[src/sv/esfrl_pkg.sv]
`timescale 1ns / 1ps
// Shared types and constants of the engine speed filter and rev limiter.
// No dependencies; used by every module of the block.
package esfrl_pkg;

    localparam int NUM_CHANNELS  = 8;
    localparam int MAX_CHANNELS  = 8;
    localparam int RPM_W         = 16;
    localparam int TRANS_W       = 8;
    localparam int APB_ADDR_W    = 6;
    localparam int APB_DATA_W    = 64;
    localparam int IN_DATA_W     = 24;
    localparam int OUT_DATA_W    = 56;

    // Register map, indexed by paddr[5:3]
    localparam logic [2:0] REG_LIMITS_LOW  = 3'd0;
    localparam logic [2:0] REG_LIMITS_HIGH = 3'd1;
    localparam logic [2:0] REG_HYSTERESIS  = 3'd2;
    localparam logic [2:0] REG_TIMEOUT     = 3'd3;
    localparam logic [2:0] REG_RELOAD      = 3'd4;

    localparam logic [63:0]      LIMITS_RESET     = 64'hFFFF_FFFF_FFFF_FFFF;
    localparam logic [RPM_W-1:0] HYST_RESET       = 16'd200;
    localparam logic [RPM_W-1:0] TIMEOUT_RESET    = 16'd100;
    localparam logic [TRANS_W-1:0] RELOAD_RESET   = 8'd10;

    // Error below this keeps the filter in its steady weighting
    localparam logic [RPM_W:0] SMALL_ERROR = 17'd150;

    localparam logic MODE_TICK  = 1'b0;
    localparam logic MODE_EVENT = 1'b1;

    typedef struct packed {
        logic [127:0]         rev_limits;   // channel i at bits 16*i +: 16
        logic [RPM_W-1:0]     hysteresis;
        logic [RPM_W-1:0]     timeout_ticks;
        logic [TRANS_W-1:0]   reload;
    } cfg_t;

    typedef struct packed {
        logic                 mode;
        logic [RPM_W-1:0]     rpm_in;
        logic                 throttle_closed;
    } item_t;

    typedef struct packed {
        logic [MAX_CHANNELS-1:0] cut_flags;
        logic [RPM_W-1:0]        filtered_rpm;
        logic [RPM_W-1:0]        raw_rpm;
        logic [TRANS_W-1:0]      transition_level;
        logic                    speed_lost;
    } result_t;

endpackage

[src/sv/esfrl_regs.sv]
`timescale 1ns / 1ps
// APB register file holding the rev limits, hysteresis, timeout and reload.
// Depends on esfrl_pkg.
module esfrl_regs (
    input  logic                                clk,
    input  logic                                rst_n,
    input  logic                                psel,
    input  logic                                penable,
    input  logic                                pwrite,
    input  logic [esfrl_pkg::APB_ADDR_W-1:0]    paddr,
    input  logic [esfrl_pkg::APB_DATA_W-1:0]    pwdata,
    output logic [esfrl_pkg::APB_DATA_W-1:0]    prdata,
    output logic                                pready,
    output esfrl_pkg::cfg_t                     cfg
);

    logic [63:0] limits_low_reg;
    logic [63:0] limits_high_reg;
    logic [esfrl_pkg::RPM_W-1:0]   hyst_reg;
    logic [esfrl_pkg::RPM_W-1:0]   timeout_reg;
    logic [esfrl_pkg::TRANS_W-1:0] reload_reg;
    logic        wr_en;
    logic [2:0]  reg_sel;

    assign pready  = 1'b1;
    assign wr_en   = psel && penable && pwrite && pready;
    assign reg_sel = paddr[5:3];

    always_ff @(posedge clk or negedge rst_n)
    begin
        if (!rst_n)
        begin
            limits_low_reg  <= esfrl_pkg::LIMITS_RESET;
            limits_high_reg <= esfrl_pkg::LIMITS_RESET;
            hyst_reg        <= esfrl_pkg::HYST_RESET;
            timeout_reg     <= esfrl_pkg::TIMEOUT_RESET;
            reload_reg      <= esfrl_pkg::RELOAD_RESET;
        end
        else if (wr_en)
        begin
            case (reg_sel)
                esfrl_pkg::REG_LIMITS_LOW:  limits_low_reg  <= pwdata;
                esfrl_pkg::REG_LIMITS_HIGH: limits_high_reg <= pwdata;
                esfrl_pkg::REG_HYSTERESIS:  hyst_reg        <= pwdata[15:0];
                esfrl_pkg::REG_TIMEOUT:     timeout_reg     <= pwdata[15:0];
                esfrl_pkg::REG_RELOAD:      reload_reg      <= pwdata[7:0];
                default: ;  // drop writes outside the map
            endcase
        end
    end

    always_comb
    begin
        case (reg_sel)
            esfrl_pkg::REG_LIMITS_LOW:  prdata = limits_low_reg;
            esfrl_pkg::REG_LIMITS_HIGH: prdata = limits_high_reg;
            esfrl_pkg::REG_HYSTERESIS:  prdata = {48'd0, hyst_reg};
            esfrl_pkg::REG_TIMEOUT:     prdata = {48'd0, timeout_reg};
            esfrl_pkg::REG_RELOAD:      prdata = {56'd0, reload_reg};
            default:                    prdata = '0;
        endcase
    end

    assign cfg.rev_limits    = {limits_high_reg, limits_low_reg};
    assign cfg.hysteresis    = hyst_reg;
    assign cfg.timeout_ticks = timeout_reg;
    assign cfg.reload        = reload_reg;

endmodule

[src/sv/esfrl_core.sv]
`timescale 1ns / 1ps
// Speed filter, timeout and rev-cut state with its combinational update.
// Depends on esfrl_pkg.
module esfrl_core #(
    parameter int NUM_CHANNELS = esfrl_pkg::NUM_CHANNELS
) (
    input  logic                clk,
    input  logic                rst_n,
    input  logic                adv,
    input  esfrl_pkg::item_t    item,
    input  esfrl_pkg::cfg_t     cfg,
    output esfrl_pkg::result_t  result
);

    logic [esfrl_pkg::RPM_W-1:0]   raw_speed_reg, raw_speed_next;
    logic [esfrl_pkg::RPM_W-1:0]   smoothed_reg, smoothed_next;
    logic [esfrl_pkg::TRANS_W-1:0] trans_count_reg, trans_count_next;
    logic [esfrl_pkg::RPM_W-1:0]   timeout_count_reg, timeout_count_next;
    logic [NUM_CHANNELS-1:0]       cut_state_reg, cut_state_next;

    always_comb
    begin
        logic [esfrl_pkg::RPM_W:0]   diff;
        logic [esfrl_pkg::RPM_W:0]   err;
        logic [esfrl_pkg::RPM_W+2:0] slow_sum;
        logic [esfrl_pkg::RPM_W:0]   half_sum;
        logic [esfrl_pkg::RPM_W-1:0] raw_tick;
        logic [esfrl_pkg::RPM_W-1:0] lim;
        logic signed [esfrl_pkg::RPM_W:0] thresh;

        raw_speed_next     = raw_speed_reg;
        smoothed_next      = smoothed_reg;
        trans_count_next   = trans_count_reg;
        timeout_count_next = timeout_count_reg;
        cut_state_next     = cut_state_reg;

        diff = {1'b0, item.rpm_in} - {1'b0, smoothed_reg};
        err  = diff[esfrl_pkg::RPM_W] ? (~diff + 17'd1) : diff;
        // raw + 7*smoothed, with 7*s formed as 8*s - s
        slow_sum = {3'b000, item.rpm_in} + {smoothed_reg, 3'b000}
                   - {3'b000, smoothed_reg};
        half_sum = {1'b0, item.rpm_in} + {1'b0, smoothed_reg};

        raw_tick = (timeout_count_reg < cfg.timeout_ticks) ? raw_speed_reg : '0;
        lim      = '0;
        thresh   = '0;

        if (item.mode == esfrl_pkg::MODE_EVENT)
        begin
            raw_speed_next     = item.rpm_in;
            timeout_count_next = '0;
            if (err < esfrl_pkg::SMALL_ERROR)
            begin
                smoothed_next = item.throttle_closed ? slow_sum[esfrl_pkg::RPM_W+2:3]
                                                     : half_sum[esfrl_pkg::RPM_W:1];
                if (trans_count_reg != '0)
                    trans_count_next = trans_count_reg - 8'd1;
            end
            else
            begin
                smoothed_next    = half_sum[esfrl_pkg::RPM_W:1];
                trans_count_next = cfg.reload;
            end
        end
        else
        begin
            raw_speed_next = raw_tick;
            if (timeout_count_reg < cfg.timeout_ticks)
                timeout_count_next = timeout_count_reg + 16'd1;
            for (int ch = 0; ch < NUM_CHANNELS; ch++)
            begin
                lim    = cfg.rev_limits[ch*16 +: 16];
                thresh = $signed({1'b0, lim}) - $signed({1'b0, cfg.hysteresis});
                if (lim < raw_tick)
                    cut_state_next[ch] = 1'b1;
                else if (thresh > $signed({1'b0, raw_tick}))
                    cut_state_next[ch] = 1'b0;
            end
        end
    end

    always_ff @(posedge clk or negedge rst_n)
    begin
        if (!rst_n)
        begin
            raw_speed_reg     <= '0;
            smoothed_reg      <= '0;
            trans_count_reg   <= '0;
            timeout_count_reg <= '0;
            cut_state_reg     <= '0;
        end
        else if (adv)
        begin
            raw_speed_reg     <= raw_speed_next;
            smoothed_reg      <= smoothed_next;
            trans_count_reg   <= trans_count_next;
            timeout_count_reg <= timeout_count_next;
            cut_state_reg     <= cut_state_next;
        end
    end

    // State after this item's update, for the result register
    assign result.cut_flags        = esfrl_pkg::MAX_CHANNELS'(cut_state_next);
    assign result.filtered_rpm     = smoothed_next;
    assign result.raw_rpm          = raw_speed_next;
    assign result.transition_level = trans_count_next;
    assign result.speed_lost       = (timeout_count_next >= cfg.timeout_ticks);

    a_event_clears_timeout: assert property (@(posedge clk) disable iff (!rst_n)
        adv && item.mode == esfrl_pkg::MODE_EVENT |=> timeout_count_reg == '0)
        else $error("speed event did not clear the timeout counter");

    a_expired_tick_zeroes_raw: assert property (@(posedge clk) disable iff (!rst_n)
        adv && item.mode == esfrl_pkg::MODE_TICK
        && timeout_count_reg >= cfg.timeout_ticks |=> raw_speed_reg == '0)
        else $error("expired tick left raw speed non-zero");

    a_hold_without_adv: assert property (@(posedge clk) disable iff (!rst_n)
        !adv |=> $stable(smoothed_reg) && $stable(cut_state_reg))
        else $error("state changed without an item");

    a_tick_keeps_filter: assert property (@(posedge clk) disable iff (!rst_n)
        adv && item.mode == esfrl_pkg::MODE_TICK |=> $stable(smoothed_reg))
        else $error("tick changed the filtered speed");

endmodule

[src/sv/engine_speed_filter_rev_limiter.sv]
`timescale 1ns / 1ps
// Engine speed filter and per-channel rev limiter, top level.
// Channels:
//   s_axis_*  input items: tuser is the mode (0 tick, 1 speed event), tdata
//             carries rpm_in and throttle_closed.
//   m_axis_*  one result per item: cut flags, filtered speed, raw speed,
//             transition level and speed-lost flag, all taken after the update.
//   APB       configuration, 64-bit data, register i at byte address 8*i;
//             write only while no item is in flight.
// The input register loads at the input transaction and the result register
// loads from it when the block advances. Throughput: one item per cycle while
// the receiver does not stall; the filter, timeout and eight limit compares
// update their state combinationally between the input and result registers.
// Reset clears the speed, filter, counters and cut flags and loads the
// register reset values; both valid flags drop.
// When the receiver stalls the result register holds, the input register
// still takes one more item, and s_axis_tready then drops until the result
// is taken. Depends on esfrl_pkg, esfrl_regs and esfrl_core.
module engine_speed_filter_rev_limiter #(
    parameter int NUM_CHANNELS = esfrl_pkg::NUM_CHANNELS
) (
    input  logic                                clk,
    input  logic                                rst_n,
    input  logic                                s_axis_tvalid,
    output logic                                s_axis_tready,
    // [15:0] rpm_in, [16] throttle_closed, [23:17] zero
    input  logic [esfrl_pkg::IN_DATA_W-1:0]     s_axis_tdata,
    // [0] mode
    input  logic                                s_axis_tuser,
    output logic                                m_axis_tvalid,
    input  logic                                m_axis_tready,
    // [7:0] cut_flags, [23:8] filtered_rpm, [39:24] raw_rpm,
    // [47:40] transition_level, [48] speed_lost, [55:49] zero
    output logic [esfrl_pkg::OUT_DATA_W-1:0]    m_axis_tdata,
    input  logic                                psel,
    input  logic                                penable,
    input  logic                                pwrite,
    input  logic [esfrl_pkg::APB_ADDR_W-1:0]    paddr,
    input  logic [esfrl_pkg::APB_DATA_W-1:0]    pwdata,
    output logic [esfrl_pkg::APB_DATA_W-1:0]    prdata,
    output logic                                pready
);

    esfrl_pkg::cfg_t    cfg;
    esfrl_pkg::item_t   item_reg;
    esfrl_pkg::result_t result;
    esfrl_pkg::result_t result_reg;
    logic               in_valid_reg;
    logic               out_valid_reg;
    logic               adv;
    logic               in_take;

    esfrl_regs u_regs (
        .clk     (clk),
        .rst_n   (rst_n),
        .psel    (psel),
        .penable (penable),
        .pwrite  (pwrite),
        .paddr   (paddr),
        .pwdata  (pwdata),
        .prdata  (prdata),
        .pready  (pready),
        .cfg     (cfg)
    );

    // Advance when the result register is free or being emptied
    assign adv           = in_valid_reg && (!out_valid_reg || m_axis_tready);
    assign s_axis_tready = !in_valid_reg || adv;
    assign in_take       = s_axis_tvalid && s_axis_tready;

    always_ff @(posedge clk or negedge rst_n)
    begin
        if (!rst_n)
        begin
            in_valid_reg  <= 1'b0;
            out_valid_reg <= 1'b0;
        end
        else
        begin
            if (s_axis_tready)
                in_valid_reg <= s_axis_tvalid;
            if (adv)
                out_valid_reg <= 1'b1;
            else if (m_axis_tready)
                out_valid_reg <= 1'b0;
        end
    end

    always_ff @(posedge clk)
    begin
        if (in_take)
        begin
            item_reg.mode            <= s_axis_tuser;
            item_reg.rpm_in          <= s_axis_tdata[15:0];
            item_reg.throttle_closed <= s_axis_tdata[16];
        end
        if (adv)
            result_reg <= result;
    end

    esfrl_core #(
        .NUM_CHANNELS (NUM_CHANNELS)
    ) u_core (
        .clk    (clk),
        .rst_n  (rst_n),
        .adv    (adv),
        .item   (item_reg),
        .cfg    (cfg),
        .result (result)
    );

    assign m_axis_tvalid = out_valid_reg;
    assign m_axis_tdata  = {7'd0,
                            result_reg.speed_lost,
                            result_reg.transition_level,
                            result_reg.raw_rpm,
                            result_reg.filtered_rpm,
                            result_reg.cut_flags};

endmodule
[config.mk]
export PLATFORM = sky130hd
export DESIGN_NAME = engine_speed_filter_rev_limiter
export DESIGN_NICKNAME = d
export VERILOG_FILES = /design/src/sv/esfrl_pkg.sv /design/src/sv/esfrl_regs.sv /design/src/sv/esfrl_core.sv /design/src/sv/engine_speed_filter_rev_limiter.sv
export SDC_FILE = /design/constraint.sdc
export NUM_CORES = 1
export LEC_CHECK = 0
export BUFFER_PORTS_ARGS = -buffer_cell sky130_fd_sc_hd__buf_2
export CAP_MARGIN = 30
export CORE_MARGIN = 3
export CORE_UTILIZATION = 56
export DETAILED_ROUTE_END_ITERATION = 6
export GPL_ROUTABILITY_DRIVEN = 0
export GPL_TIMING_DRIVEN = 0
export PLACE_DENSITY = 0.78
export SLEW_MARGIN = 20
export SYNTH_ARGS = -nofsm -noshare
export SYNTH_HDL_FRONTEND = slang
export SYNTH_SLANG_ARGS = --single-unit
[constraint.sdc]
create_clock -name clk -period 5.1 [get_ports clk]
set_input_delay 0.255 -clock clk [delete_from_list [all_inputs] [get_ports clk]]
set_output_delay 0.255 -clock clk [all_outputs]
set_load 0.1 [all_outputs]
==> impl_metrics.ini, run 1 <==
[synthesis]
synth_top_family_by_area = adder cells
share_of_cell_area_taken_by_muxes_after_synthesis_pct = 8.09
synth_top_area_share_pct = 20.5
synth_edf_count = 67
yosys.area_share.adder_pct = 22.2
synth_most_common_cell = ha_1
post_synth_xor_area_fraction_pct = 4.03
synth_area_mm2 = 0.0280
largest_area_contributor_in_the_synthesized_netlist = ha_1
yosys_warnings = 0
yosys.cell_types.count = 93
ys_top_cells_by_count = ha_1, nand2_1, o21ai_0
synth_area_leaders = ha_1, dfstp_2, dfrtp_1
synth_top_flop_cell = dfstp_2
ys_seq_area_share_pct = 28.7
ys_ff_latch = 301
fraction_of_registers_with_async_set_or_reset_after_synthesis_pct = 77.7
post_synth_and_or_nand_nor_area_fraction_pct = 14.6
syn_area_per_cell_um2 = 9.30
synthesis.instances = 3015
synth_compound_area_share_pct = 18.1

[pwr]
vdd_drop_max_uv = 382
static-leakage-power_uw = 0.0150
power_per_cell_area_mw_per_mm2 = 578
design_power_total_uw = 18900

[timing]
timing.slew.headroom_pct = 26.4
fmax_mhz = 197
finalWorstPathRequiredPeriod_ns = 5.07
finalCritPeriodShare_pct = 99.4
drv_slew = 0
fin_hold_ws_ns = 0.0261
finalSetupViolations = 0
clock-skew-final_ns = 0.0286
hold_violations = 0
max_slew.worst_pin.slew_ns = 1.10

[finish]
flow.area_growth_from_synthesis_pct = 16.5
final_util_pct = 66.4
drive_above_1_share_pct = 20.2
design.final.nets = 3963
final_area_mm2 = 0.0326
instances_no_fill = 4071

[routing]
dr_wl_met2_mm = 42.7
m1WireLength_mm = 35.3
wl_met3_mm = 9.13
route.detailed.vias_per_inst = 6.47
detail-route-antenna-nets = 0
drc = 0
maxUsedRoutingLayer = met4
wire_per_inst_um = 23.2
wirelength_mm = 94.5
drt_pre_antenna_iters = 6
detail_route.iter0.violations = 2565
route.vias.total = 26343

[grt]
groute.usage.overall_pct = 34.7
first_global_vias = 26595
grt.overflow.total = 0
initial_antenna_violation_count = 1
grt_max_degree = 97
grt_pass1_wl_mm = 145

[placement]
dpl.hpwl_mm = 67.6
placement.io_buffers = 206
detailed_place.area_mm2 = 0.0301
placed_cells = 3899

[setup_path]
arrival_ns = 5.45
timing.critical_path.from_type = flip-flop
cp_data_required_time_ns = 5.49
r2r_start = u_regs.timeout_reg[2]$_DFFE_PN1P_
path_class = flip-flop to flip-flop
worst_setup_path_end_kind = flip-flop
worstPathMaxFanout = 17
worst-r2r-cell-count = 21
r2r_end = m_axis_tdata[1]$_DFFE_PP_
slack_of_the_worst_reg_to_reg_path_ns = 0.03

[die]
fp-row-count = 81
dieWidth_um = 230
height_of_the_die_um = 230
ioPinCount = 225
die_ar_mm2 = 0.0528
effective_utilization_at_floorplan_pct = 57.0
floorplan.core_area_mm2 = 0.0492

[hold_path]
hold_path_depth = 3
hold-path-endpoint = u_regs.hyst_reg[5]$_DFFE_PN0P_
hold_crit_class = input port to flip-flop
holdCritStartpoint = pwdata[5]

[clock_network]
clk_slew_on_worst_s_h_paths_ns = 0.06
cts_htree_levels = 2
cts-root-buf = clkbuf_16
numCtsBuffers = 37
tritoncts = done
cts_max_path_buffers = 3
clock_latency_on_the_worst_skew_pair_ns = 0.58
clock_sink_count = 301

[outcome]
status = finished, final reports clean

[run]
maxCapViolations = 0
-- metal layers --
metal  track usage, %  vias up
li1                 -    11809
met1             41.7    12581
met2             56.3     1529
met3             6.71      424
met4             24.3        0
met5                0        -
-- per-stage QoR --
stage / setup TNS, ns / setup WS, ns
2_1_floorplan: 0 / 0.304
3_3_place_gp: -47.96 / -1.73
3_5_place_dp: -21.28 / -1.60
4_1_cts: 0 / 0.0159
5_1_grt: -0.171 / -0.0405
6_report: 0 / 0.0320
-- critical path: stages, from the launching register on --
cell and delay (ns):
dfstp_2 0.54, inv_1 0.07, ha_1 0.29, a21o_1 0.13
a21oi_1 0.07, o21ai_0 0.27, a21oi_1 0.13, or3_4 0.39
and2_4 0.21, buf_12 0.14, nand2_2 0.60, ha_1 0.40
nand4_1 0.12, nor3_1 0.09, nand2_1 0.08, nand2_1 0.04
nor4_1 0.24, o21ai_1 0.19, a2111oi_1 0.31, a21oi_1 0.18
o311a_1 0.20, a21oi_2 0.18
-- worst max path at each step --
stage,from,endpoint,slack (ns)
finish,u_regs.timeout_reg[2]$_DFFE_PN1P_,m_axis_tdata[1]$_DFFE_PP_,0.03
floorplan,u_regs.timeout_reg[2]$_DFFE_PN1P_,m_axis_tdata[3]$_DFFE_PP_,0.30
detailed placement,u_regs.timeout_reg[1]$_DFFE_PN0P_,m_axis_tdata[1]$_DFFE_PP_,-1.60
CTS,u_regs.timeout_reg[1]$_DFFE_PN0P_,m_axis_tdata[1]$_DFFE_PP_,0.02
global route,u_core.smoothed_reg[2]$_DFFE_PN0P_,m_axis_tdata[14]$_DFFE_PP_,-0.04
global placement,u_regs.timeout_reg[1]$_DFFE_PN0P_,m_axis_tdata[1]$_DFFE_PP_,-1.73
-- placed cells by master (no fill, tap or decap), types with 16 or more instances in the layout --
cell / instances
buf_4: 31
ha_1: 460
nor3_1: 57
xnor2_1: 103
a211oi_1: 21
nor4_1: 18
a21boi_0: 32
a21o_1: 58
dfstp_2: 136
o21a_1: 36
clkbuf_16: 39
xor2_1: 26
nand3_1: 65
inv_1: 193
o211ai_1: 19
a22oi_1: 23
a21oi_1: 163
dfrtp_1: 96
nand2_1: 213
mux2_2: 160
edfxtp_1: 67
a22o_1: 59
nor2_1: 208
mux2i_1: 20
or3_1: 17
o21ai_1: 16
o21bai_1: 18
buf_2: 211
nor2b_1: 75
o21ai_0: 215
nand4_1: 52
and3_1: 19
dlygate4sd3_1: 82
clkbuf_1: 69
nand2b_1: 40
fa_1: 24
-- final cells by class --
class                           count  area [um^2]
Antenna cell                        2         5.00
Tap cell                          664          831
Fill cell                        3734        16500
Timing Repair Buffer              320         2210
Sequential cell                   301         8040
Inverter                          197          743
Clock buffer                       50         1080
Buffer                             92          450
Multi-Input combinational cell   2428        19100
Clock inverter                     17          186
-- cell families after synthesis --
kind of cell | Yosys count
AND/OR/NAND/NOR | 834
adder cells (fa/ha/maj) | 484
flip-flops | 301
AO/OA/AOI/OAI | 779
multiplexers | 194
XOR/XNOR | 129
buffers and inverters | 292
other | 2
-- power breakdown --
group	switching [uW]	internal, uW	total, uW	leakage, uW
Clock	1140	1650	2790	0.000620
Sequential	636	3170	3810	0.00325
Combinational	7400	4870	12300	0.0111
-- repair_timing --
| item | 4_1_cts | 5_1_grt |
|---|---|---|
| resized for setup | 26 | 35 |
| setup endpoints to repair | 19 | 40 |
| hold buffers | 82 | 0 |
| pin swaps | 2 | 6 |
| setup buffers | 4 | 17 |
| endpoints found under the hold margin | 200 | 0 |
Power figures use the tool's default switching activity.
==> inputs of run 2 (changes only) <==
--- a/config.mk
+++ b/config.mk
@@ -5,14 +5,14 @@
 export SDC_FILE = /design/constraint.sdc
 export NUM_CORES = 1
 export LEC_CHECK = 0
-export BUFFER_PORTS_ARGS = -buffer_cell sky130_fd_sc_hd__buf_2
 export CAP_MARGIN = 30
 export CORE_MARGIN = 3
-export CORE_UTILIZATION = 56
+export CORE_UTILIZATION = 60
 export DETAILED_ROUTE_END_ITERATION = 6
+export DONT_BUFFER_PORTS = 1
 export GPL_ROUTABILITY_DRIVEN = 0
-export GPL_TIMING_DRIVEN = 0
-export PLACE_DENSITY = 0.78
+export PLACE_DENSITY = 0.79
+export REMOVE_ABC_BUFFERS = 1
 export SLEW_MARGIN = 20
 export SYNTH_ARGS = -nofsm -noshare
 export SYNTH_HDL_FRONTEND = slang
==> run 2 against run 1 <==
Effect of this change:
- largest cell class unchanged
- largest power group unchanged
- utilization grew 2.2 points
- register-to-register slack gained 0.18 ns
- setup slack gained 0.18 ns
- routed wire length shrank 8.9%
- the flow now finishes with violations (hold timing)
- combinational power shrank 7%
- via count shrank 5.5%
- critical path depth shrank 2
- maximum frequency grew 3.8%
- highest routed layer is now met5
- sequential power grew 13%
- global-route usage shrank 0.77 points
- critical path type unchanged
- final cell count shrank 7.7%
- clock skew shrank 0.0093 ns
==> impl_metrics.ini, run 2 (synthesis gave the netlist of run 1 again) <==
[setup_path]
worst-r2r-cell-count = 19
timing.critical_path.from_type = flip-flop
worstPathMaxFanout = 3
path_class = flip-flop to flip-flop
r2r_start = u_regs.limits_high_reg[48]$_DFFE_PN1P_
r2r_end = m_axis_tdata[7]$_DFFE_PP_
slack_of_the_worst_reg_to_reg_path_ns = 0.22
arrival_ns = 5.20
worst_setup_path_end_kind = flip-flop
cp_data_required_time_ns = 5.41

[routing]
route.detailed.vias_per_inst = 6.62
drc = 0
route.vias.total = 24895
detail-route-antenna-nets = 0
drt_pre_antenna_iters = 6
detail_route.iter0.violations = 2217
wirelength_mm = 86.1
wire_per_inst_um = 22.9

[grt]
grt.overflow.total = 0
initial_antenna_violation_count = 5
first_global_vias = 25146
grt_pass1_wl_mm = 135
groute.usage.overall_pct = 34.0
grt_max_degree = 235

[finish]
most_common_cell_after_layout_fill_and_taps_aside = ha_1
final_area_mm2 = 0.0314
flow.area_growth_from_synthesis_pct = 12.1
fill_cells = 3317
final_util_pct = 68.7
design.final.nets = 3715
final_cell_mix = ha_1, o21ai_0, nand2_1
instances_no_fill = 3759
drive_above_1_share_pct = 15.8

[die]
height_of_the_die_um = 222
ioPinCount = 225
effective_utilization_at_floorplan_pct = 61.2
die_ar_mm2 = 0.0493
floorplan.core_area_mm2 = 0.0458
fp-row-count = 78
dieWidth_um = 222

[clock_network]
tritoncts = done
numCtsBuffers = 37
clock_latency_on_the_worst_skew_pair_ns = 0.58
clock_sink_count = 301
cts_max_path_buffers = 3
cts-root-buf = clkbuf_16
hold_buffers = 94
clk_slew_on_worst_s_h_paths_ns = 0.06
cts_htree_levels = 2

[placement]
detailed_place.area_mm2 = 0.0290
placed_cells = 3589
dp_worst_setup_slack_ns = 0.206
dpl.hpwl_mm = 60.9
placement.io_buffers = 0

[timing]
setup_tns_ns = 0
finalWorstPathRequiredPeriod_ns = 4.88
finalSetupViolations = 0
drv_slew = 0
fin_hold_ws_ns = -0.617
timing.slew.headroom_pct = 31.3
setup_repair_after_global_routing_missed_its_margin = false
fmax_mhz = 205
max_slew.worst_pin.slew_ns = 1.03
finalCritPeriodShare_pct = 95.8
fin_ws_ns = 0.215
clock-skew-final_ns = 0.0193
hold_violations = 234

[pwr]
power_per_cell_area_mw_per_mm2 = 590
vdd_drop_max_uv = 492
static-leakage-power_uw = 0.0140

[outcome]
status = finished with violations
failed_checks = hold timing

[run]
maxCapViolations = 0

[hold_path]
hold_crit_class = input port to asynchronous set/reset pin
run 2: worst max-delay path, cell delays in order, from the launching register on:
cell      delay [ns]
dfstp_2         0.54
inv_1           0.07
ha_1            0.21
fa_1            0.40
nor2b_1         0.12
o21ai_0         0.10
a21boi_0        0.25
o21a_1          0.17
o21ai_0         0.11
a21oi_1         0.28
nor3_1          0.13
o41ai_1         0.55
xnor2_1         0.16
ha_1            0.31
o21ai_0         0.08
nand2b_1        0.09
a21oi_1         0.08
or4_1           0.49
a311oi_1        0.38
o21ai_0         0.12
run 2: what timing repair did:
| item | in CTS | in global routing |
|---|---|---|
| setup buffers | 0 | 4 |
| hold endpoints to repair | 422 | 234 |
| setup endpoints to repair | 0 | 33 |
| gates resized for setup | 0 | 13 |
run 2: power breakdown:
| group | internal [uW] | leakage, uW | switching (uW) |
|---|---|---|---|
| Combinational | 4790 | 0.0102 | 6640 |
| Sequential | 3180 | 0.00325 | 1140 |
| Clock | 1610 | 0.000602 | 1180 |
run 2: metal layers:
| layer | vias to the layer above | track usage [%] | wire (um) |
|---|---|---|---|
| met5 | - | 0 | 46 |
| met3 | 374 | 6.82 | 8360 |
| met4 | 8 | 19.4 | 5740 |
| li1 | 11294 | - | - |
| met2 | 1245 | 54.4 | 38700 |
| met1 | 11974 | 42.9 | 33300 |
run 2: final cells by class:
type / count / area [um^2] / share of cell area, %
clock buffers: 48 / 1040 / 3.31
well taps: 600 / 751 / 2.39
clock inverters: 20 / 226 / 0.721
multi-input cells: 2428 / 19000 / 60.4
flip-flops and latches: 301 / 8040 / 25.6
repair buffers: 164 / 1640 / 5.22
diodes: 1 / 2.50 / 0.00796
inverters: 197 / 748 / 2.38
run 2: worst max path at each step:
stage,startpoint,to,slack (ns),cells after the start
global route,u_regs.hyst_reg[1]$_DFFE_PN0P_,m_axis_tdata[5]$_DFFE_PP_,0.001,21
global placement,u_regs.hyst_reg[1]$_DFFE_PN0P_,m_axis_tdata[6]$_DFFE_PP_,0.34,20
finish,u_regs.limits_high_reg[48]$_DFFE_PN1P_,m_axis_tdata[7]$_DFFE_PP_,0.22,19
floorplan,paddr[3],u_regs.limits_low_reg[10]$_DFFE_PN1P_,-2.55,2
CTS,u_regs.hyst_reg[1]$_DFFE_PN0P_,m_axis_tdata[6]$_DFFE_PP_,0.18,20
detailed placement,u_regs.hyst_reg[1]$_DFFE_PN0P_,m_axis_tdata[3]$_DFFE_PP_,0.21,20
run 2: metrics by stage:
step           power (uW)  hold WS, ns
3_5_place_dp        15300      -0.0226
3_3_place_gp        14600      -0.0199
4_1_cts             18200       -0.626
2_1_floorplan       12400      -0.0406
6_report            18500       -0.617
5_1_grt             20000       -0.626
